**config.mk**
```make
export PLATFORM = sky130hd
export DESIGN_NAME = cfi_flash_command_decoder
export DESIGN_NICKNAME = d
export VERILOG_FILES = /design/src/rtl/cfd_pkg.sv /design/src/rtl/cfd_in_stage.sv /design/src/rtl/cfd_core.sv /design/src/rtl/cfd_out_stage.sv /design/src/rtl/cfi_flash_command_decoder.sv
export SDC_FILE = /design/constraint.sdc
export NUM_CORES = 1
export LEC_CHECK = 0
export ABC_AREA = 1
export BUFFER_PORTS_ARGS = -buffer_cell sky130_fd_sc_hd__buf_2
export CORE_AREA = 8 8 178 96
export CTS_CLUSTER_SIZE = 24
export DETAILED_ROUTE_END_ITERATION = 6
export DIE_AREA = 0 0 186 104
export HOLD_SLACK_MARGIN = 0.05
export PLACE_DENSITY = 0.75
export SLEW_MARGIN = 20
export SYNTH_ARGS = -nofsm -noshare
export SYNTH_HDL_FRONTEND = slang
export SYNTH_SLANG_ARGS = --single-unit
```
**constraint.sdc**
```tcl
create_clock -name i_clk -period 7 [get_ports i_clk]
set_input_delay 0.7 -clock i_clk [delete_from_list [all_inputs] [get_ports i_clk]]
set_output_delay 0.7 -clock i_clk [all_outputs]
set_load 0.005 [all_outputs]
```
**src/rtl/cfd_pkg.sv**
```systemverilog
// Types, command codes and ID/CFI ROM contents for the flash command decoder.
`default_nettype none

package cfd_pkg;

    localparam int ADDRESS_BITS      = 23;
    localparam int DATA_BITS         = 16;
    localparam int SECURE_WORDS      = 128;
    localparam int SECURE_INDEX_BITS = $clog2(SECURE_WORDS);
    localparam int CFI_TABLE_WORDS   = 45;
    localparam int CFI_INDEX_BITS    = $clog2(CFI_TABLE_WORDS);
    localparam int CFI_BASE          = 16;
    localparam int CFI_END           = CFI_BASE + CFI_TABLE_WORDS;
    localparam int BANK_LSB          = 15;
    localparam int BANK_BITS         = 8;
    localparam int CMD_ADDR_BITS     = 12;
    localparam int CMD_DATA_BITS     = 8;

    // Bus access kind
    localparam logic FUNC_READ  = 1'b0;
    localparam logic FUNC_WRITE = 1'b1;

    // Command modes
    localparam logic [3:0] M_READ        = 4'd0;
    localparam logic [3:0] M_UNLOCKED    = 4'd1;
    localparam logic [3:0] M_AUTOSEL     = 4'd2;
    localparam logic [3:0] M_PROGRAM     = 4'd3;
    localparam logic [3:0] M_ERASE_INIT  = 4'd4;
    localparam logic [3:0] M_ERASE_UNL   = 4'd5;
    localparam logic [3:0] M_CFI         = 4'd6;
    localparam logic [3:0] M_SECURE      = 4'd7;
    localparam logic [3:0] M_SECURE_EXIT = 4'd8;

    // Read sources
    localparam logic [2:0] SRC_NONE   = 3'd0;
    localparam logic [2:0] SRC_ARRAY  = 3'd1;
    localparam logic [2:0] SRC_SECURE = 3'd2;
    localparam logic [2:0] SRC_ID     = 3'd3;
    localparam logic [2:0] SRC_CFI    = 3'd4;

    // Array operations
    localparam logic [1:0] OP_NONE         = 2'd0;
    localparam logic [1:0] OP_PROGRAM      = 2'd1;
    localparam logic [1:0] OP_SECTOR_ERASE = 2'd2;
    localparam logic [1:0] OP_CHIP_ERASE   = 2'd3;

    // Command cycle addresses (low 12 bits)
    localparam logic [CMD_ADDR_BITS-1:0] ADDR_UNLOCK1 = 12'h555;
    localparam logic [CMD_ADDR_BITS-1:0] ADDR_UNLOCK2 = 12'h2AA;
    localparam logic [CMD_ADDR_BITS-1:0] ADDR_CFI     = 12'h055;

    // Command cycle data (low 8 bits)
    localparam logic [CMD_DATA_BITS-1:0] CMD_UNLOCK1      = 8'hAA;
    localparam logic [CMD_DATA_BITS-1:0] CMD_UNLOCK2      = 8'h55;
    localparam logic [CMD_DATA_BITS-1:0] CMD_RESET        = 8'hF0;
    localparam logic [CMD_DATA_BITS-1:0] CMD_ERASE_SETUP  = 8'h80;
    localparam logic [CMD_DATA_BITS-1:0] CMD_SECURE_ENTER = 8'h88;
    localparam logic [CMD_DATA_BITS-1:0] CMD_AUTOSELECT   = 8'h90;
    localparam logic [CMD_DATA_BITS-1:0] CMD_PROGRAM      = 8'hA0;
    localparam logic [CMD_DATA_BITS-1:0] CMD_CHIP_ERASE   = 8'h10;
    localparam logic [CMD_DATA_BITS-1:0] CMD_SECTOR_ERASE = 8'h30;
    localparam logic [CMD_DATA_BITS-1:0] CMD_CFI_QUERY    = 8'h98;
    localparam logic [CMD_DATA_BITS-1:0] CMD_SECURE_EXIT  = 8'h00;

    // Autoselect address masks per device
    localparam logic [3:0] ID_MASK [2] = '{4'h3, 4'hF};

    localparam logic [DATA_BITS-1:0] ID_ROM [2][16] = '{
        '{16'h0020, 16'h2257, 16'h0000, 16'h0000, 16'h0000, 16'h0000, 16'h0000, 16'h0000,
          16'h0000, 16'h0000, 16'h0000, 16'h0000, 16'h0000, 16'h0000, 16'h0000, 16'h0000},
        '{16'h0001, 16'h227E, 16'h0000, 16'h0000, 16'h0000, 16'h0000, 16'h0000, 16'h0000,
          16'h0000, 16'h0000, 16'h0000, 16'h0000, 16'h0000, 16'h0000, 16'h2210, 16'h2200}
    };

    localparam logic [7:0] CFI_ROM [2][CFI_TABLE_WORDS] = '{
        '{8'h51, 8'h52, 8'h59, 8'h02, 8'h00, 8'h40, 8'h00, 8'h00, 8'h00, 8'h00, 8'h00,
          8'h27, 8'h36, 8'hB5, 8'hC5, 8'h04, 8'h00, 8'h0A, 8'h00, 8'h04, 8'h00, 8'h03,
          8'h00, 8'h16, 8'h02, 8'h00, 8'h00, 8'h00, 8'h02, 8'h07, 8'h00, 8'h20, 8'h00,
          8'h3E, 8'h00, 8'h00, 8'h01, 8'h00, 8'h00, 8'h00, 8'h00, 8'h00, 8'h00, 8'h00,
          8'h00},
        '{8'h51, 8'h52, 8'h59, 8'h02, 8'h00, 8'h40, 8'h00, 8'h00, 8'h00, 8'h00, 8'h00,
          8'h27, 8'h36, 8'h00, 8'h00, 8'h07, 8'h07, 8'h0A, 8'h00, 8'h03, 8'h05, 8'h04,
          8'h00, 8'h17, 8'h02, 8'h00, 8'h05, 8'h00, 8'h02, 8'h07, 8'h00, 8'h20, 8'h00,
          8'h7E, 8'h00, 8'h00, 8'h01, 8'h00, 8'h00, 8'h00, 8'h00, 8'h00, 8'h00, 8'h00,
          8'h00}
    };

    typedef struct packed {
        logic                    func;
        logic [ADDRESS_BITS-1:0] word_address;
        logic [DATA_BITS-1:0]    write_data;
    } t_in_item;

    typedef struct packed {
        logic [DATA_BITS-1:0]         read_data;
        logic [2:0]                   read_source;
        logic [SECURE_INDEX_BITS-1:0] secure_index;
        logic [1:0]                   array_op;
        logic [BANK_BITS-1:0]         op_bank;
        logic [ADDRESS_BITS-1:0]      op_word_address;
        logic [DATA_BITS-1:0]         op_data;
        logic [3:0]                   mode_now;
    } t_out_item;

    // Handshake between the decode core and the output register
    typedef struct packed {
        logic valid;
        logic ready;
    } t_hs;

endpackage

`default_nettype wire

```
**src/rtl/cfd_in_stage.sv**
```systemverilog
// Input register of the flash command decoder.
`default_nettype none

module cfd_in_stage (
    input  wire logic              i_clk,
    input  wire logic              i_rst_n,
    input  wire logic              i_valid,
    output logic                   o_stall,
    input  wire cfd_pkg::t_in_item i_item,
    input  wire logic              i_take,
    output logic                   o_valid,
    output cfd_pkg::t_in_item      o_item
);

    logic              r_valid;
    logic              n_valid;
    cfd_pkg::t_in_item r_item;
    logic              accept;

    // Slot is free when empty or being drained this cycle.
    assign o_stall = r_valid && !i_take;
    assign accept  = i_valid && !o_stall;

    always_comb begin
        if (accept) begin
            n_valid = 1'b1;
        end else if (i_take) begin
            n_valid = 1'b0;
        end else begin
            n_valid = r_valid;
        end
    end

    always_ff @(posedge i_clk) begin
        if (!i_rst_n) begin
            r_valid <= 1'b0;
        end else begin
            r_valid <= n_valid;
        end
    end

    always_ff @(posedge i_clk) begin
        if (accept) begin
            r_item <= i_item;
        end
    end

    assign o_valid = r_valid;
    assign o_item  = r_item;

endmodule

`default_nettype wire

```
**src/rtl/cfd_core.sv**
```systemverilog
// Command state machine and read decode of the flash command decoder.
`default_nettype none

module cfd_core (
    input  wire logic              i_clk,
    input  wire logic              i_rst_n,
    input  wire logic              i_cfg_we,
    input  wire logic              i_cfg_data,
    input  wire cfd_pkg::t_hs      i_hs,
    input  wire cfd_pkg::t_in_item i_item,
    output cfd_pkg::t_out_item     o_result
);

    logic                                    r_device_type;
    logic [3:0]                              r_mode;
    logic [3:0]                              n_mode;
    logic [cfd_pkg::ADDRESS_BITS-1:0]        r_last_addr;
    logic [cfd_pkg::ADDRESS_BITS-1:0]        n_last_addr;
    logic [cfd_pkg::DATA_BITS-1:0]           r_last_data;
    logic [cfd_pkg::DATA_BITS-1:0]           n_last_data;
    logic                                    fire;
    logic [cfd_pkg::CMD_ADDR_BITS-1:0]       cmd_a;
    logic [cfd_pkg::CMD_DATA_BITS-1:0]       cmd_d;
    logic [cfd_pkg::BANK_BITS-1:0]           bank;
    logic                                    unlock_seen;
    logic                                    prev_is_555;
    logic                                    cfi_hit;
    logic [cfd_pkg::CFI_INDEX_BITS-1:0]      cfi_idx;
    logic [3:0]                              id_idx;
    cfd_pkg::t_out_item                      res;

    assign fire  = i_hs.valid && i_hs.ready;
    assign cmd_a = i_item.word_address[cfd_pkg::CMD_ADDR_BITS-1:0];
    assign cmd_d = i_item.write_data[cfd_pkg::CMD_DATA_BITS-1:0];
    assign bank  = i_item.word_address[cfd_pkg::BANK_LSB +: cfd_pkg::BANK_BITS];

    assign prev_is_555 =
        r_last_addr == cfd_pkg::ADDRESS_BITS'(cfd_pkg::ADDR_UNLOCK1);
    assign unlock_seen = prev_is_555
        && r_last_data == cfd_pkg::DATA_BITS'(cfd_pkg::CMD_UNLOCK1)
        && cmd_a == cfd_pkg::ADDR_UNLOCK2
        && cmd_d == cfd_pkg::CMD_UNLOCK2;

    // CFI window is word addresses 0x10..0x3C
    assign cfi_hit =
        i_item.word_address >= cfd_pkg::ADDRESS_BITS'(cfd_pkg::CFI_BASE)
        && i_item.word_address < cfd_pkg::ADDRESS_BITS'(cfd_pkg::CFI_END);
    assign cfi_idx = i_item.word_address[cfd_pkg::CFI_INDEX_BITS-1:0]
        - cfd_pkg::CFI_INDEX_BITS'(cfd_pkg::CFI_BASE);
    assign id_idx  = i_item.word_address[3:0] & cfd_pkg::ID_MASK[r_device_type];

    always_comb begin
        res         = '0;
        n_mode      = r_mode;
        n_last_addr = r_last_addr;
        n_last_data = r_last_data;

        if (i_item.func == cfd_pkg::FUNC_READ) begin
            if (r_mode >= cfd_pkg::M_SECURE) begin
                res.read_source  = cfd_pkg::SRC_SECURE;
                res.secure_index =
                    i_item.word_address[cfd_pkg::SECURE_INDEX_BITS-1:0];
            end else if (r_mode == cfd_pkg::M_AUTOSEL) begin
                res.read_source = cfd_pkg::SRC_ID;
                res.read_data   = cfd_pkg::ID_ROM[r_device_type][id_idx];
            end else if (r_mode == cfd_pkg::M_CFI && cfi_hit) begin
                res.read_source = cfd_pkg::SRC_CFI;
                res.read_data   = {8'h00, cfd_pkg::CFI_ROM[r_device_type][cfi_idx]};
            end else begin
                res.read_source = cfd_pkg::SRC_ARRAY;
            end
        end else if (r_mode == cfd_pkg::M_PROGRAM) begin
            // Data cycle of a program: unmasked address and data
            if (bank != '0) begin
                res.array_op        = cfd_pkg::OP_PROGRAM;
                res.op_bank         = bank;
                res.op_word_address = i_item.word_address;
                res.op_data         = i_item.write_data;
            end
            n_mode      = cfd_pkg::M_READ;
            n_last_addr = i_item.word_address;
            n_last_data = i_item.write_data;
        end else begin
            if (cmd_d == cfd_pkg::CMD_RESET && r_mode < cfd_pkg::M_SECURE) begin
                n_mode = cfd_pkg::M_READ;
            end else begin
                case (r_mode)
                    cfd_pkg::M_UNLOCKED: begin
                        if (cmd_a == cfd_pkg::ADDR_UNLOCK1) begin
                            if (cmd_d == cfd_pkg::CMD_ERASE_SETUP) begin
                                n_mode = cfd_pkg::M_ERASE_INIT;
                            end else if (cmd_d == cfd_pkg::CMD_SECURE_ENTER) begin
                                n_mode = cfd_pkg::M_SECURE;
                            end else if (cmd_d == cfd_pkg::CMD_AUTOSELECT) begin
                                n_mode = cfd_pkg::M_AUTOSEL;
                            end else if (cmd_d == cfd_pkg::CMD_PROGRAM) begin
                                n_mode = cfd_pkg::M_PROGRAM;
                            end
                        end
                    end
                    cfd_pkg::M_SECURE: begin
                        if (unlock_seen) begin
                            n_mode = cfd_pkg::M_SECURE_EXIT;
                        end
                    end
                    cfd_pkg::M_SECURE_EXIT: begin
                        if (prev_is_555
                            && r_last_data == cfd_pkg::DATA_BITS'(cfd_pkg::CMD_AUTOSELECT)
                            && cmd_d == cfd_pkg::CMD_SECURE_EXIT) begin
                            n_mode = cfd_pkg::M_READ;
                        end
                    end
                    cfd_pkg::M_ERASE_INIT: begin
                        if (unlock_seen) begin
                            n_mode = cfd_pkg::M_ERASE_UNL;
                        end
                    end
                    cfd_pkg::M_ERASE_UNL: begin
                        if (cmd_a == cfd_pkg::ADDR_UNLOCK1
                            && cmd_d == cfd_pkg::CMD_CHIP_ERASE) begin
                            res.array_op = cfd_pkg::OP_CHIP_ERASE;
                            n_mode       = cfd_pkg::M_READ;
                        end else if (cmd_d == cfd_pkg::CMD_SECTOR_ERASE) begin
                            if (bank != '0) begin
                                res.array_op = cfd_pkg::OP_SECTOR_ERASE;
                                res.op_bank  = bank;
                            end
                            n_mode = cfd_pkg::M_READ;
                        end
                    end
                    default: begin
                        // read, autoselect and CFI modes
                        if (unlock_seen) begin
                            n_mode = cfd_pkg::M_UNLOCKED;
                        end else if (cmd_a == cfd_pkg::ADDR_CFI
                                     && cmd_d == cfd_pkg::CMD_CFI_QUERY) begin
                            n_mode = cfd_pkg::M_CFI;
                        end
                    end
                endcase
            end
            n_last_addr = cfd_pkg::ADDRESS_BITS'(cmd_a);
            n_last_data = cfd_pkg::DATA_BITS'(cmd_d);
        end

        res.mode_now = n_mode;
    end

    always_ff @(posedge i_clk) begin
        if (!i_rst_n) begin
            r_device_type <= 1'b0;
            r_mode        <= cfd_pkg::M_READ;
            r_last_addr   <= '0;
            r_last_data   <= '0;
        end else begin
            if (i_cfg_we) begin
                r_device_type <= i_cfg_data;
            end
            if (fire) begin
                r_mode      <= n_mode;
                r_last_addr <= n_last_addr;
                r_last_data <= n_last_data;
            end
        end
    end

    assign o_result = res;

endmodule

`default_nettype wire

```
**src/rtl/cfd_out_stage.sv**
```systemverilog
// Result register of the flash command decoder.
`default_nettype none

module cfd_out_stage (
    input  wire logic               i_clk,
    input  wire logic               i_rst_n,
    input  wire logic               i_valid,
    output logic                    o_ready,
    input  wire cfd_pkg::t_out_item i_result,
    output logic                    o_valid,
    input  wire logic               i_stall,
    output cfd_pkg::t_out_item      o_result
);

    logic               r_valid;
    logic               n_valid;
    cfd_pkg::t_out_item r_result;
    logic               load;

    assign o_ready = !r_valid || !i_stall;
    assign load    = i_valid && o_ready;

    always_comb begin
        if (load) begin
            n_valid = 1'b1;
        end else if (!i_stall) begin
            n_valid = 1'b0;
        end else begin
            n_valid = r_valid;
        end
    end

    always_ff @(posedge i_clk) begin
        if (!i_rst_n) begin
            r_valid <= 1'b0;
        end else begin
            r_valid <= n_valid;
        end
    end

    always_ff @(posedge i_clk) begin
        if (load) begin
            r_result <= i_result;
        end
    end

    assign o_valid  = r_valid;
    assign o_result = r_result;

endmodule

`default_nettype wire

```
**src/rtl/cfi_flash_command_decoder.sv**
```systemverilog
// Top level of the NOR flash command decoder (unlock/command state machine, ID and CFI reads).
//
// Usage:
//   Input channel (i_in_valid / o_in_stall / i_in_data) carries one bus access per
//   transaction: func (0 read, 1 write), word address and write data.
//   Output channel (o_out_valid / i_out_stall / o_out_data) returns exactly one result
//   transaction per input: read source and ID/CFI data, secured-area index, the
//   program/erase command for the external array, and the command mode afterwards.
//   Config: i_cfg_we writes i_cfg_data into device_type (ID/CFI tables, ID mask).
//   Write it only while no transaction is in flight.
// Timing:
//   Two register stages: input register, then decode into the result register.
//   Each transaction is registered in the input register, then decoded into the result
//   register; result valid rises once the result is loaded there.
//   Throughput is one transaction per cycle while the output is not stalled; the command
//   state updates as an item moves from the input register into the result register.
// Reset (synchronous, active low): mode returns to array read, address/data latches
//   and device_type clear, both stages empty.
// Stall: a stalled result holds; the input register keeps taking one more
//   transaction, after which o_in_stall rises until the result drains.
`default_nettype none

module cfi_flash_command_decoder (
    input  wire logic               i_clk,
    input  wire logic               i_rst_n,
    input  wire logic               i_cfg_we,
    input  wire logic               i_cfg_data,
    input  wire logic               i_in_valid,
    output logic                    o_in_stall,
    input  wire cfd_pkg::t_in_item  i_in_data,
    output logic                    o_out_valid,
    input  wire logic               i_out_stall,
    output cfd_pkg::t_out_item      o_out_data
);

    logic               in_q_valid;
    cfd_pkg::t_in_item  in_q_item;
    logic               out_ready;
    cfd_pkg::t_hs       core_hs;
    cfd_pkg::t_out_item core_result;

    cfd_in_stage u_in_stage (
        .i_clk   (i_clk),
        .i_rst_n (i_rst_n),
        .i_valid (i_in_valid),
        .o_stall (o_in_stall),
        .i_item  (i_in_data),
        .i_take  (core_hs.valid && core_hs.ready),
        .o_valid (in_q_valid),
        .o_item  (in_q_item)
    );

    // The decode step fires when the input register holds an item and the
    // result register can take it.
    assign core_hs.valid = in_q_valid;
    assign core_hs.ready = out_ready;

    cfd_core u_core (
        .i_clk      (i_clk),
        .i_rst_n    (i_rst_n),
        .i_cfg_we   (i_cfg_we),
        .i_cfg_data (i_cfg_data),
        .i_hs       (core_hs),
        .i_item     (in_q_item),
        .o_result   (core_result)
    );

    cfd_out_stage u_out_stage (
        .i_clk    (i_clk),
        .i_rst_n  (i_rst_n),
        .i_valid  (in_q_valid),
        .o_ready  (out_ready),
        .i_result (core_result),
        .o_valid  (o_out_valid),
        .i_stall  (i_out_stall),
        .o_result (o_out_data)
    );

endmodule

`default_nettype wire

```
# --- Yosys cells after proc, flatten, opt, wreduce, memory -nomap -nowiden ---
# Index checks and enable logic that the tools add are counted.
op_classes:
  addsub: 1
  multipliers: 0
  div_mod_pow: 0
  order_cmp: 7
  eq_ne: 24
  shifts: 0
  n_mux: 49
  bitwise: 5
  reduce_logical: 26
ops:
  columns: ["operator", "count"]
  rows:
  - ["$mux 256", 3]
  - ["$mux 360", 2]
  - ["$mux 246", 1]
  - ["$mux 4", 18]
  - ["$bmux 16 s4", 1]
  - ["$mux 10", 5]
  - ["$bmux 8 s6", 1]
  - ["$eq 8x8->1 const B", 6]
  - ["$mux 16", 3]
  - ["$mux 48", 1]
  - ["$eq 16x8->1 const B", 2]
  - ["$mux 8", 4]
  - ["$eq 23x11->1 const B", 1]
  - ["$ge 23x5->1 const B", 1]
  - ["$lt 23x6->1 const B", 1]
  - ["$mux 23", 1]
  - ["$pmux 4 s5", 1]
  - ["$mux 19", 1]
  - ["$eq 4x3->1 const B", 4]
  - ["$logic_and 1x1->1", 13]
  - ["$eq 12x10->1 const B", 1]
  - ["$eq 12x11->1 const B", 1]
  - ["$eq 12x7->1 const B", 1]
  - ["$eq 4x2->1 const B", 2]
  - ["other kinds (29)", 37]
word_totals:
  ff_bits: 165
  latchBits: 0
  mem_bits_rw: 0
  rom_bits: 0
  inputBits: 46
  wordCells: 131
  n_memories: 0

# --- Longest topological paths before layout ---
# Gate-level depths: netlist of run 1.
depth:
  word_depth: 11
  mapped_depth: 14

# --- By module ---
# Synthesis of run 1 repeated with hierarchy kept, for this count alone.
hier_totals:
  cells_unflattened: 787
  area_unflattened_um2: 7382.1
modules_own_cells:
  columns: ["module", "instances", "cells_per_inst", "area_each_um2"]
  rows:
  - ["cfd_core", 1, 652, 3703.6]
  - ["cfd_out_stage", 1, 85, 2419.8]
  - ["cfd_in_stage", 1, 48, 1251.2]
  - ["cfi_flash_command_decoder", 1, 2, 7.5]

# --- Worst setup path after synthesis of run 1 ---
# Ideal clock, no wire load.
synth_timing:
  kind: "input-to-reg"
  from: "input i_out_stall"
  to: "register u_core.r_last_addr[0] (netlist bit)"
  setup_ps: 129
  arrival_time_ps: 3673
  slack_ps: 3198
  path_stages: 5
  path_buffers: 1
  path_cell_list: "a21oi_2 -> nand2_1 -> inv_2 -> clkbuf_1 -> a21oi_1"
synth_via:
  elab_chain_len: 4
synth_rtl:
  columns: ["element", "line", "rtl"]
  rows:
  - ["start, declared", "cfi_flash_command_decoder.sv:32", "input wire logic i_out_stall,"]
  - ["$logic_not 1->1", "cfd_out_stage.sv:20", "assign o_ready = !r_valid || !i_stall;"]
  - ["$logic_or 1x1->1", "cfd_out_stage.sv:20", null]
  - ["$logic_and 1x1->1", "cfd_core.sv:32", "assign fire = i_hs.valid && i_hs.ready;"]
  - ["$reduce_and 2->1 (no line)", null, null]
  - ["end signal, assigned", "cfd_core.sv:161", "r_last_addr <= n_last_addr;"]
  - ["end, declared", "cfd_core.sv:17", "logic [cfd_pkg::ADDRESS_BITS-1:0] r_last_addr;"]
# No other way between the ends.
# A chain may end at the register's enable or synchronous reset.

==> results of run 1 <==
==> per-stage QoR <==
step | total power (W) | cells | hold slack (ns) | setup WS (ns) | util
2_1_floorplan | 0.00117 | 760 | 0.430 | 3.20 | -
3_3_place_gp | 0.00123 | 1057 | 0.442 | 4.09 | 0.531
3_5_place_dp | 0.00123 | 1057 | 0.452 | 3.98 | 0.531
4_1_cts | 0.00214 | 1089 | 0.441 | 4.33 | 0.570
5_1_grt | 0.00220 | 1089 | 0.438 | 4.09 | 0.570
6_report | 0.00213 | 1089 | 0.454 | 4.24 | 0.570
==> cells by family after synthesis <==
group / synth area share
simple gates: 0.209
flops: 0.605
compound gates: 0.103
buf+inv: 0.0670
fa+ha+maj: 0.0159
other cells: 0.000530
==> metal layers <==
layer | track usage | part of all wire | routed length (um) | up-vias
met1 | 0.322 | 0.51 | 9630 | 2614
met4 | 0.0395 | 0.0063 | 119 | 0
met5 | 0 | 0 | 0 | -
met2 | 0.239 | 0.36 | 6850 | 322
li1 | - | - | - | 2764
met3 | 0.0547 | 0.12 | 2350 | 12
==> power by group <==
| part | switching, W | internal [W] | leakage (nW) |
|---|---|---|---|
| clock | 0.000378 | 0.000538 | 0.275 |
| combinational | 0.0000992 | 0.0000465 | 1.71 |
| sequential | 0.0000287 | 0.00104 | 1.46 |
| total | 0.000506 | 0.00163 | 3.45 |
==> synthesized netlist by cell type, types with 3 or more instances <==
cell,count,area [sq um]
a21oi_1,59,295
a31oi_1,3,18.8
buf_2,12,60.1
buf_4,8,60.1
clkbuf_1,9,33.8
dfxtp_1,46,921
edfxtp_1,112,3360
ha_1,9,113
inv_1,71,267
inv_2,10,37.5
nand2_1,136,510
nand2_2,5,31.3
nand3_1,37,185
nand3_2,3,30.0
nand4_1,10,62.6
nor2_1,127,477
nor2_2,5,31.3
nor3_1,14,70.1
nor4_1,4,25.0
o211ai_1,3,22.5
o21a_1,8,60.1
o21ai_0,42,210
==> area by class of cell <==
| cell class | count | area (sq um) | share of cell area |
|---|---|---|---|
| clock buffers | 20 | 447 | 0.0531 |
| clock inverters | 12 | 135 | 0.0161 |
| inverters | 81 | 304 | 0.0362 |
| multi-input cells | 490 | 2350 | 0.280 |
| flip-flops and latches | 158 | 4280 | 0.510 |
| well taps | 204 | 255 | 0.0304 |
| repair buffers | 124 | 631 | 0.0750 |
==> how the worst max path moves through the flow <==
stage                                          startpoint                             endpoint  slack [ns]
after floorplan                               i_out_stall   u_core.r_last_addr[0]$_SDFFE_PN0P_        3.20
after global placement                        i_out_stall  u_core.r_last_data[15]$_SDFFE_PN0P_        4.09
after detailed placement                      i_out_stall  u_core.r_last_addr[15]$_SDFFE_PN0P_        3.98
after CTS                 u_in_stage.o_item[20]$_DFFE_PP_    u_out_stage.o_result[1]$_DFFE_PP_        4.33
after global routing      u_in_stage.o_item[20]$_DFFE_PP_    u_out_stage.o_result[1]$_DFFE_PP_        4.09
final                     u_in_stage.o_item[20]$_DFFE_PP_    u_out_stage.o_result[1]$_DFFE_PP_        4.24
==> critical path, stage by stage (launching register included) <==
cell and delay [ns]:
edfxtp_1 0.54, inv_1 0.44, ha_1 0.25, nand2_1 0.08, nor3_1 0.19, nand2_1 0.09, nor2_2 0.13, nand3_2 0.18
a21oi_1 0.22, nand2_1 0.09, nand2_1 0.08, o21ai_0 0.15
==> sequential cells by signal, indices dropped and copies added, names as in the netlist <==
name and cells:
u_in_stage.o_valid 1, u_out_stage.o_valid 1, u_core.r_last_data 16, u_core.r_mode 4
u_core.r_last_addr 23, u_core.r_device_type 1, u_out_stage.o_result 72, u_in_stage.o_item 40
==> results.sh, run 1 <==
export IMPL_min_to="u_in_stage.o_item[2]$_DFFE_PP_"
export IMPL_fin_skew_ns=0.00718
export IMPL_num_fill_cells=1334
export IMPL_dieArea_sq_um=19300
export IMPL_syn_area_per_cell_sq_um=9.38
export IMPL_leakage_nw=3.45
export IMPL_critPathCaptureType="flip-flop"
export IMPL_clock_latency_ns=0.42
export IMPL_worstPathRequired_ns=7.12
export IMPL_fmax_mhz=363
export IMPL_cts_max_path_buffers=2
export IMPL_ys_ff_latch=158
export IMPL_final_area_sq_um=8410
export IMPL_synth_warnings=0
export IMPL_io_pins=127
export IMPL_antenna_cells=0
export IMPL_min_path_cells=1
export IMPL_coreArea_sq_um=14700
export IMPL_cts_resized=0
export IMPL_dr_pass1_iters=5
export IMPL_cts_root_buf="clkbuf_16"
export IMPL_grt_max_degree=78
export IMPL_drive_above_1_share=0.209
export IMPL_route_antenna_remaining_nets=0
export IMPL_hp_class="in -> reg"
export IMPL_ys_seq_area_frac=0.605
export IMPL_die_x_um=186
export IMPL_synth_edff_count=112
export IMPL_cp_start_kind="flip-flop"
export IMPL_start_util=0.481
export IMPL_yosys_cell_types_count=37
export IMPL_portBuffers=120
export IMPL_rr_worst_depth=11
export IMPL_drcViolationCount=0
export IMPL_cts_tree="built"
export IMPL_regToRegSetupSlack_ns=4.24
export IMPL_syn_to_final_growth_pct=18.7
export IMPL_finalWirelength_mm=18.9
export IMPL_hold_viol=0
export IMPL_max_cap_violations=0
export IMPL_rsz0062_at_grt="false"
export IMPL_cp_max_fo=13
export IMPL_slew_headroom=0.347
export IMPL_tns_ns=0
export IMPL_place_gp_congestion=0.983
export IMPL_final_cell_mix="nand2_1, nor2_1, buf_2"
export IMPL_grt_pass1_vias=5205
export IMPL_final_common_cell="nand2_1"
export IMPL_crit_type="reg -> reg"
export IMPL_cts_setup_buffers=0
export IMPL_status="finished clean"
export IMPL_routedWlPerCell_um=17.4
export IMPL_min_period_ns=2.76
export IMPL_die_h_um=104
export IMPL_place_area_sq_um=7820
export IMPL_syn_area_sq_um=7080
export IMPL_tightest_slew_ns=0.980
export IMPL_cts_num_sinks=158
export IMPL_track_usage=0.195
export IMPL_row_count=32
export IMPL_cts_hold_buf=0
export IMPL_synth_async_reset_ratio=0
export IMPL_htree_levels=4
export IMPL_synth_flop_cell="edfxtp_1"
export IMPL_peakVddDrop_mv=0.112
export IMPL_p_per_area_nw_per_um2=254
export IMPL_syn_inst=755
export IMPL_r2r_end="u_out_stage.o_result[1]$_DFFE_PP_"
export IMPL_arrival_ns=2.88
export IMPL_antenna_found_initial=0
export IMPL_slew_violations=0
export IMPL_finalSetupViolCount=0
export IMPL_grt_overflow=0
export IMPL_fin_nets=927
export IMPL_dp_hpwl_mm=13.9
export IMPL_clk_pin_slew_ns=0.06
export IMPL_num_vias=5712
export IMPL_min_from="i_in_data[2]"
export IMPL_rr_startpoint="u_in_stage.o_item[20]$_DFFE_PP_"
export IMPL_drt_iter0_drc=619
export IMPL_finalCritPeriodShare=0.394
export IMPL_cts_buffers=17
export IMPL_grt_pass1_wl_mm=29.3
export IMPL_viasPerCell=5.25
Power figures use the tool's default switching activity.
==> run 2: changes to the inputs <==
--- a/config.mk
+++ b/config.mk
@@ -5,14 +5,14 @@
 export SDC_FILE = /design/constraint.sdc
 export NUM_CORES = 1
 export LEC_CHECK = 0
-export ABC_AREA = 1
+export ABC_AREA = 0
 export BUFFER_PORTS_ARGS = -buffer_cell sky130_fd_sc_hd__buf_2
-export CORE_AREA = 8 8 178 96
+export CORE_AREA = 8 8 177 95
 export CTS_CLUSTER_SIZE = 24
 export DETAILED_ROUTE_END_ITERATION = 6
-export DIE_AREA = 0 0 186 104
+export DIE_AREA = 0 0 185 103
 export HOLD_SLACK_MARGIN = 0.05
-export PLACE_DENSITY = 0.75
+export PLACE_DENSITY = 0.79
 export SLEW_MARGIN = 20
 export SYNTH_ARGS = -nofsm -noshare
 export SYNTH_HDL_FRONTEND = slang
==> constraint.sdc (replaced) <==
create_clock -name i_clk -period 2.3 [get_ports i_clk]
set_input_delay 0.23 -clock i_clk [delete_from_list [all_inputs] [get_ports i_clk]]
set_output_delay 0.23 -clock i_clk [all_outputs]
set_load 0.005 [all_outputs]
==> results.sh, run 2 <==
export IMPL_yosysTopAreaCell="edfxtp_1"
export IMPL_holdWs_ns=0.0674
export IMPL_synth_async_reset_ratio=0
export IMPL_fin_skew_ns=0.0127
export IMPL_coreArea_sq_um=14200
export IMPL_min_from="i_in_data[1]"
export IMPL_max_cap_violations=0
export IMPL_worstPathRequired_ns=2.47
export IMPL_cp_max_fo=5
export IMPL_cts_tree="built"
export IMPL_syn_inst=637
export IMPL_dieArea_sq_um=19100
export IMPL_fmax_mhz=399
export IMPL_violations="setup timing"
export IMPL_leakage_nw=3.58
export IMPL_slew_headroom=0.553
export IMPL_num_vias=5968
export IMPL_die_h_um=103
export IMPL_p_per_area_nw_per_um2=702
export IMPL_status="finished, violations left"
export IMPL_crit_type="reg -> reg"
export IMPL_rr_startpoint="u_in_stage.o_item[27]$_DFFE_PP_"
export IMPL_critPathCaptureType="flip-flop"
export IMPL_dp_cells=993
export IMPL_yosysMostFrequentCell="edfxtp_1"
export IMPL_min_period_ns=2.51
export IMPL_cp_start_kind="flip-flop"
export IMPL_dr_pass1_iters=5
export IMPL_drt_iter0_drc=610
export IMPL_ys_ff_latch=158
export IMPL_seqPwrFrac=0.485
export IMPL_synth_flop_cell="edfxtp_1"
export IMPL_route_antenna_remaining_nets=0
export IMPL_netlist_area_leader_share=0.479
export IMPL_yosys_cell_types_count=65
export IMPL_synth_edff_count=112
export IMPL_p_comb_frac=0.084
export IMPL_syn_to_final_growth_pct=34.4
export IMPL_grt_max_degree=70
export IMPL_p_sw_w=0.00160
export IMPL_peakVddDrop_mv=0.493
export IMPL_syn_area_per_cell_sq_um=11.0
export IMPL_crit_buf_inv=0
export IMPL_drcViolationCount=0
export IMPL_largest_reg_flops=72
export IMPL_routedWlPerCell_um=19.9
export IMPL_cts_num_sinks=158
export IMPL_start_util=0.495
export IMPL_final_common_cell="buf_2"
export IMPL_synth_common_cells="edfxtp_1, nand2_1, dfxtp_1, and2_1, clkbuf_1"
export IMPL_syn_area_sq_um=7030
export IMPL_cpPeakStageDelay_ns=0.57
export IMPL_drive_above_1_share=0.307
export IMPL_cts_root_buf="clkbuf_16"
export IMPL_htree_levels=4
export IMPL_portBuffers=120
export IMPL_finalSetupViolCount=12
export IMPL_finalCritPeriodShare=1.09
export IMPL_grt_pass1_wl_mm=32.2
export IMPL_p_int_w=0.00503
export IMPL_hp_class="in -> reg"
export IMPL_synth_warnings=0
export IMPL_track_usage=0.223
export IMPL_switching_share=0.241
export IMPL_row_count=31
export IMPL_clk_pin_slew_ns=0.06
export IMPL_num_fill_cells=1080
export IMPL_p_total_w=0.00664
export IMPL_hold_viol=0
export IMPL_final_cell_mix="buf_2, edfxtp_1, nand2_1"
export IMPL_final_area_sq_um=9450
export IMPL_rsz0062_at_grt="true"
export IMPL_tightest_slew_ns=0.662
export IMPL_clock_latency_ns=0.42
export IMPL_layout_cells_non_filler=1067
export IMPL_synthTopCellsByArea="edfxtp_1, dfxtp_1, nand2_1, and2_1, a21boi_0"
export IMPL_antenna_cells=0
export IMPL_finalWirelength_mm=21.2
export IMPL_viasPerCell=5.59
export IMPL_cts_max_path_buffers=2
export IMPL_io_pins=127
export IMPL_grt_overflow=0
export IMPL_p_clk_frac=0.431
export IMPL_cpLargestDelayFamily="simple AND/OR/NAND/NOR gates"
export IMPL_fin_nets=911
export IMPL_cp_cell_sequence="or4_4 > or4_4 > or4_4 > mux2i_1 > o21ai_1 > o22ai_1"
export IMPL_timing_final_ws_setup_ns=-0.207
export IMPL_cts_buffers=17
export IMPL_arrival_ns=2.68
export IMPL_place_area_sq_um=8340
export IMPL_die_x_um=185
export IMPL_critPathSlowestCell="or4_4"
export IMPL_ys_seq_area_frac=0.610
export IMPL_crit_start="u_in_stage.o_item[27]$_DFFE_PP_"
export IMPL_path_common_cell="or4_4"
export IMPL_dp_hpwl_mm=15.4
export IMPL_place_gp_congestion=0.929
export IMPL_antenna_found_initial=0
export IMPL_grt_pass1_vias=5728
export IMPL_slew_violations=0
==> run 2: final timing paths <==
kind	slack, ns	end	cells past startpoint
setup reg to reg	-0.21	u_out_stage.o_result[0]$_DFFE_PP_	6
hold / removal	0.07	u_in_stage.o_item[1]$_DFFE_PP_	1
setup / recovery	-0.21	u_out_stage.o_result[0]$_DFFE_PP_	6
hold reg to reg	0.47	u_core.r_last_addr[2]$_SDFFE_PN0P_	2
==> run 2: kinds of logic after synthesis <==
kind of cell | count (synthesis) | synth area share
AND/OR/NAND/NOR | 287 | 0.215
flip-flops | 158 | 0.610
AO/OA/AOI/OAI | 114 | 0.110
buffers and inverters | 61 | 0.0365
adder cells (fa/ha/maj) | 10 | 0.0174
multiplexers | 4 | 0.00766
XOR/XNOR | 2 | 0.00249
other | 1 | 0.000534
==> run 2: power by group through the flow <==
stage	Sequential (W)	Combinational (W)	Clock [W]
finish	0.00322	0.000558	0.00286
detailed placement	0.00328	0.000489	0
floorplan	0.00328	0.000219	0
CTS	0.00322	0.000548	0.00289
global route	0.00323	0.000600	0.00300
global placement	0.00327	0.000481	0
==> run 2: layout make-up <==
cell class              instances  area [sq um]  area share
well taps                     198           248      0.0262
clock buffers                  17           425      0.0450
repair buffers                242          1630       0.173
multi-input cells             423          2630       0.278
clock inverters                15           175      0.0185
flip-flops and latches        158          4290       0.454
inverters                      14          52.6     0.00556
==> run 2: per-stage QoR <==
step                      setup slack [ns]  TNS (ns)  utilization
after floorplan                     -0.312     -9.32            -
after global placement              -0.292     -1.83        0.588
after detailed placement            -0.303     -2.54        0.588
after CTS                           -0.197     -1.27        0.661
after global routing                -0.283     -2.36        0.666
final                               -0.207     -1.50        0.666
==> run 2: per-layer routing <==
metal | track usage | part of all wire
met3 | 0.0735 | 0.12
met2 | 0.309 | 0.40
met5 | 0 | 0
met1 | 0.331 | 0.48
met4 | 0.0471 | 0.0083
==> run 2: what timing repair did <==
| action | CTS | global route |
|---|---|---|
| setup endpoints to repair | 15 | 27 |
| pin swaps | 6 | 4 |
| endpoints found under the hold margin | 39 | 0 |
| gates resized for setup | 8 | 12 |
| hold buffers | 39 | 0 |
| setup buffers | 1 | 2 |
==> run 3: changes to the inputs <==
--- a/config.mk
+++ b/config.mk
@@ -7,10 +7,10 @@
 export LEC_CHECK = 0
 export ABC_AREA = 0
 export BUFFER_PORTS_ARGS = -buffer_cell sky130_fd_sc_hd__buf_2
-export CORE_AREA = 8 8 177 95
+export CORE_AREA = 2 2 171 89
 export CTS_CLUSTER_SIZE = 24
 export DETAILED_ROUTE_END_ITERATION = 6
-export DIE_AREA = 0 0 185 103
+export DIE_AREA = 0 0 173 91
 export HOLD_SLACK_MARGIN = 0.05
 export PLACE_DENSITY = 0.79
 export SLEW_MARGIN = 20
==> results.sh, run 3 (synthesis gave the netlist of run 2 again) <==
export IMPL_status="finished, violations left"
export IMPL_violations="setup timing"
export IMPL_final_area_sq_um=9480
export IMPL_die_h_um=91
export IMPL_finalSetupViolCount=14
export IMPL_syn_to_final_growth_pct=34.9
export IMPL_antenna_found_initial=0
export IMPL_max_cap_violations=0
export IMPL_final_common_cell="buf_2"
export IMPL_die_x_um=173
export IMPL_drive_above_1_share=0.305
export IMPL_htree_levels=4
export IMPL_coreArea_sq_um=14200
export IMPL_crit_type="reg -> reg"
export IMPL_fin_nets=916
export IMPL_cpPeakStageDelay_ns=0.58
export IMPL_route_antenna_remaining_nets=0
export IMPL_final_cell_mix="buf_2, edfxtp_1, nand2_1"
export IMPL_grt_overflow=0
export IMPL_drt_iter0_drc=678
export IMPL_dr_pass1_iters=5
export IMPL_multi_input_area_sq_um=2620
export IMPL_grtUsageMet1=0.415
export IMPL_num_vias=6018
export IMPL_arrival_ns=2.70
export IMPL_gr_usage_met3=0.0808
export IMPL_largest_reg_flops=72
export IMPL_num_fill_cells=1069
export IMPL_cts_num_sinks=158
export IMPL_cts_max_path_buffers=2
export IMPL_io_pins=127
export IMPL_track_usage=0.268
export IMPL_register_area_sq_um=4290
export IMPL_path_common_cell="or4_4"
export IMPL_critPathCaptureType="flip-flop"
export IMPL_slew_violations=0
export IMPL_cts_buffers=17
export IMPL_cts_tree="built"
export IMPL_leakage_nw=3.60
export IMPL_cp_max_fo=5
export IMPL_place_gp_congestion=0.918
export IMPL_place_area_sq_um=8370
export IMPL_viasPerCell=5.61
export IMPL_use_met2=0.366
export IMPL_holdWs_ns=0.0629
export IMPL_dieArea_sq_um=15700
export IMPL_start_util=0.495
export IMPL_crit_buf_inv=0
export IMPL_p_per_area_nw_per_um2=692
export IMPL_tightest_slew_ns=0.550
export IMPL_clock_latency_ns=0.43
export IMPL_cp_start_kind="flip-flop"
export IMPL_portBuffers=120
export IMPL_cpLargestDelayFamily="simple AND/OR/NAND/NOR gates"
export IMPL_row_count=31
export IMPL_rsz0062_at_grt="true"
export IMPL_fmax_mhz=397
export IMPL_clk_pin_slew_ns=0.07
export IMPL_hp_class="in -> reg"
export IMPL_grt_pass1_vias=5692
export IMPL_cp_cell_sequence="or4_4 > or4_4 > or4_4 > mux2i_1 > o21ai_1 > o22ai_1"
export IMPL_finalCritPeriodShare=1.10
export IMPL_grt_busiest_layer="met1"
export IMPL_timing_final_ws_setup_ns=-0.221
export IMPL_fin_skew_ns=0.0126
export IMPL_grt_pass1_wl_mm=32.3
export IMPL_drcViolationCount=0
export IMPL_dp_hpwl_mm=14.5
export IMPL_min_period_ns=2.52
export IMPL_cts_root_buf="clkbuf_16"
export IMPL_routedWlPerCell_um=19.3
export IMPL_worstPathRequired_ns=2.48
export IMPL_peakVddDrop_mv=0.434
export IMPL_critPathSlowestCell="or4_4"
export IMPL_antenna_cells=0
export IMPL_slew_headroom=0.631
export IMPL_finalWirelength_mm=20.7
export IMPL_hold_viol=0
export IMPL_grt_max_degree=45
-- run 3: worst min-delay path: stages --
cell,delay [ns]
buf_2,0.08
mux2i_1,0.06
nor2b_1,0.09
-- run 3: final cells by class --
type,instances,area share
flip-flops and latches,158,0.452
repair buffers,247,0.179
well taps,198,0.0261
multi-input cells,423,0.277
inverters,14,0.00554
clock inverters,14,0.0150
clock buffers,18,0.0453
-- run 3: worst paths after layout --
check                                startpoint                            endpoint  slack (ns)  cells past startpoint
min                                  i_cfg_data   u_core.r_device_type$_SDFFE_PN0P_        0.06                      3
max             u_in_stage.o_item[27]$_DFFE_PP_   u_out_stage.o_result[0]$_DFFE_PP_       -0.22                      6
min reg2reg  u_core.r_last_addr[2]$_SDFFE_PN0P_  u_core.r_last_addr[2]$_SDFFE_PN0P_        0.47                      2
max reg2reg     u_in_stage.o_item[27]$_DFFE_PP_   u_out_stage.o_result[0]$_DFFE_PP_       -0.22                      6
-- run 3: power by group --
group / leakage (nW) / internal (W) / total [W] / switching (W)
sequential: 1.43 / 0.00316 / 0.00322 / 0.0000611
clock: 0.276 / 0.00160 / 0.00277 / 0.00117
combinational: 1.89 / 0.000250 / 0.000569 / 0.000319
-- run 3: per-layer routing --
metal | share of wire | vias to the layer above
met5 | 0 | -
met1 | 0.47 | 2904
met3 | 0.12 | 12
li1 | - | 2760
met4 | 0.0055 | 0
met2 | 0.40 | 342
-- run 3: repair_timing --
| item | CTS | global route |
|---|---|---|
| hold buffers | 41 | 0 |
| buffers inserted | 1 | 3 |
| pin swaps | 5 | 1 |
| setup endpoints to repair | 16 | 25 |
| resized for setup | 9 | 12 |
| endpoints found under the hold margin | 41 | 0 |
-- run 3: metrics by stage --
| stage | utilization | worst slack (ns) | setup TNS (ns) | total power, W | instances |
|---|---|---|---|---|---|
| global route | 0.668 | -0.309 | -2.93 | 0.00674 | 1072 |
| global placement | 0.590 | -0.282 | -2.04 | 0.00375 | 995 |
| detailed placement | 0.590 | -0.302 | -2.41 | 0.00377 | 995 |
| finish | 0.668 | -0.221 | -1.79 | 0.00656 | 1072 |
| CTS | 0.662 | -0.196 | -1.12 | 0.00656 | 1069 |
| floorplan | - | -0.312 | -9.32 | 0.00350 | 642 |
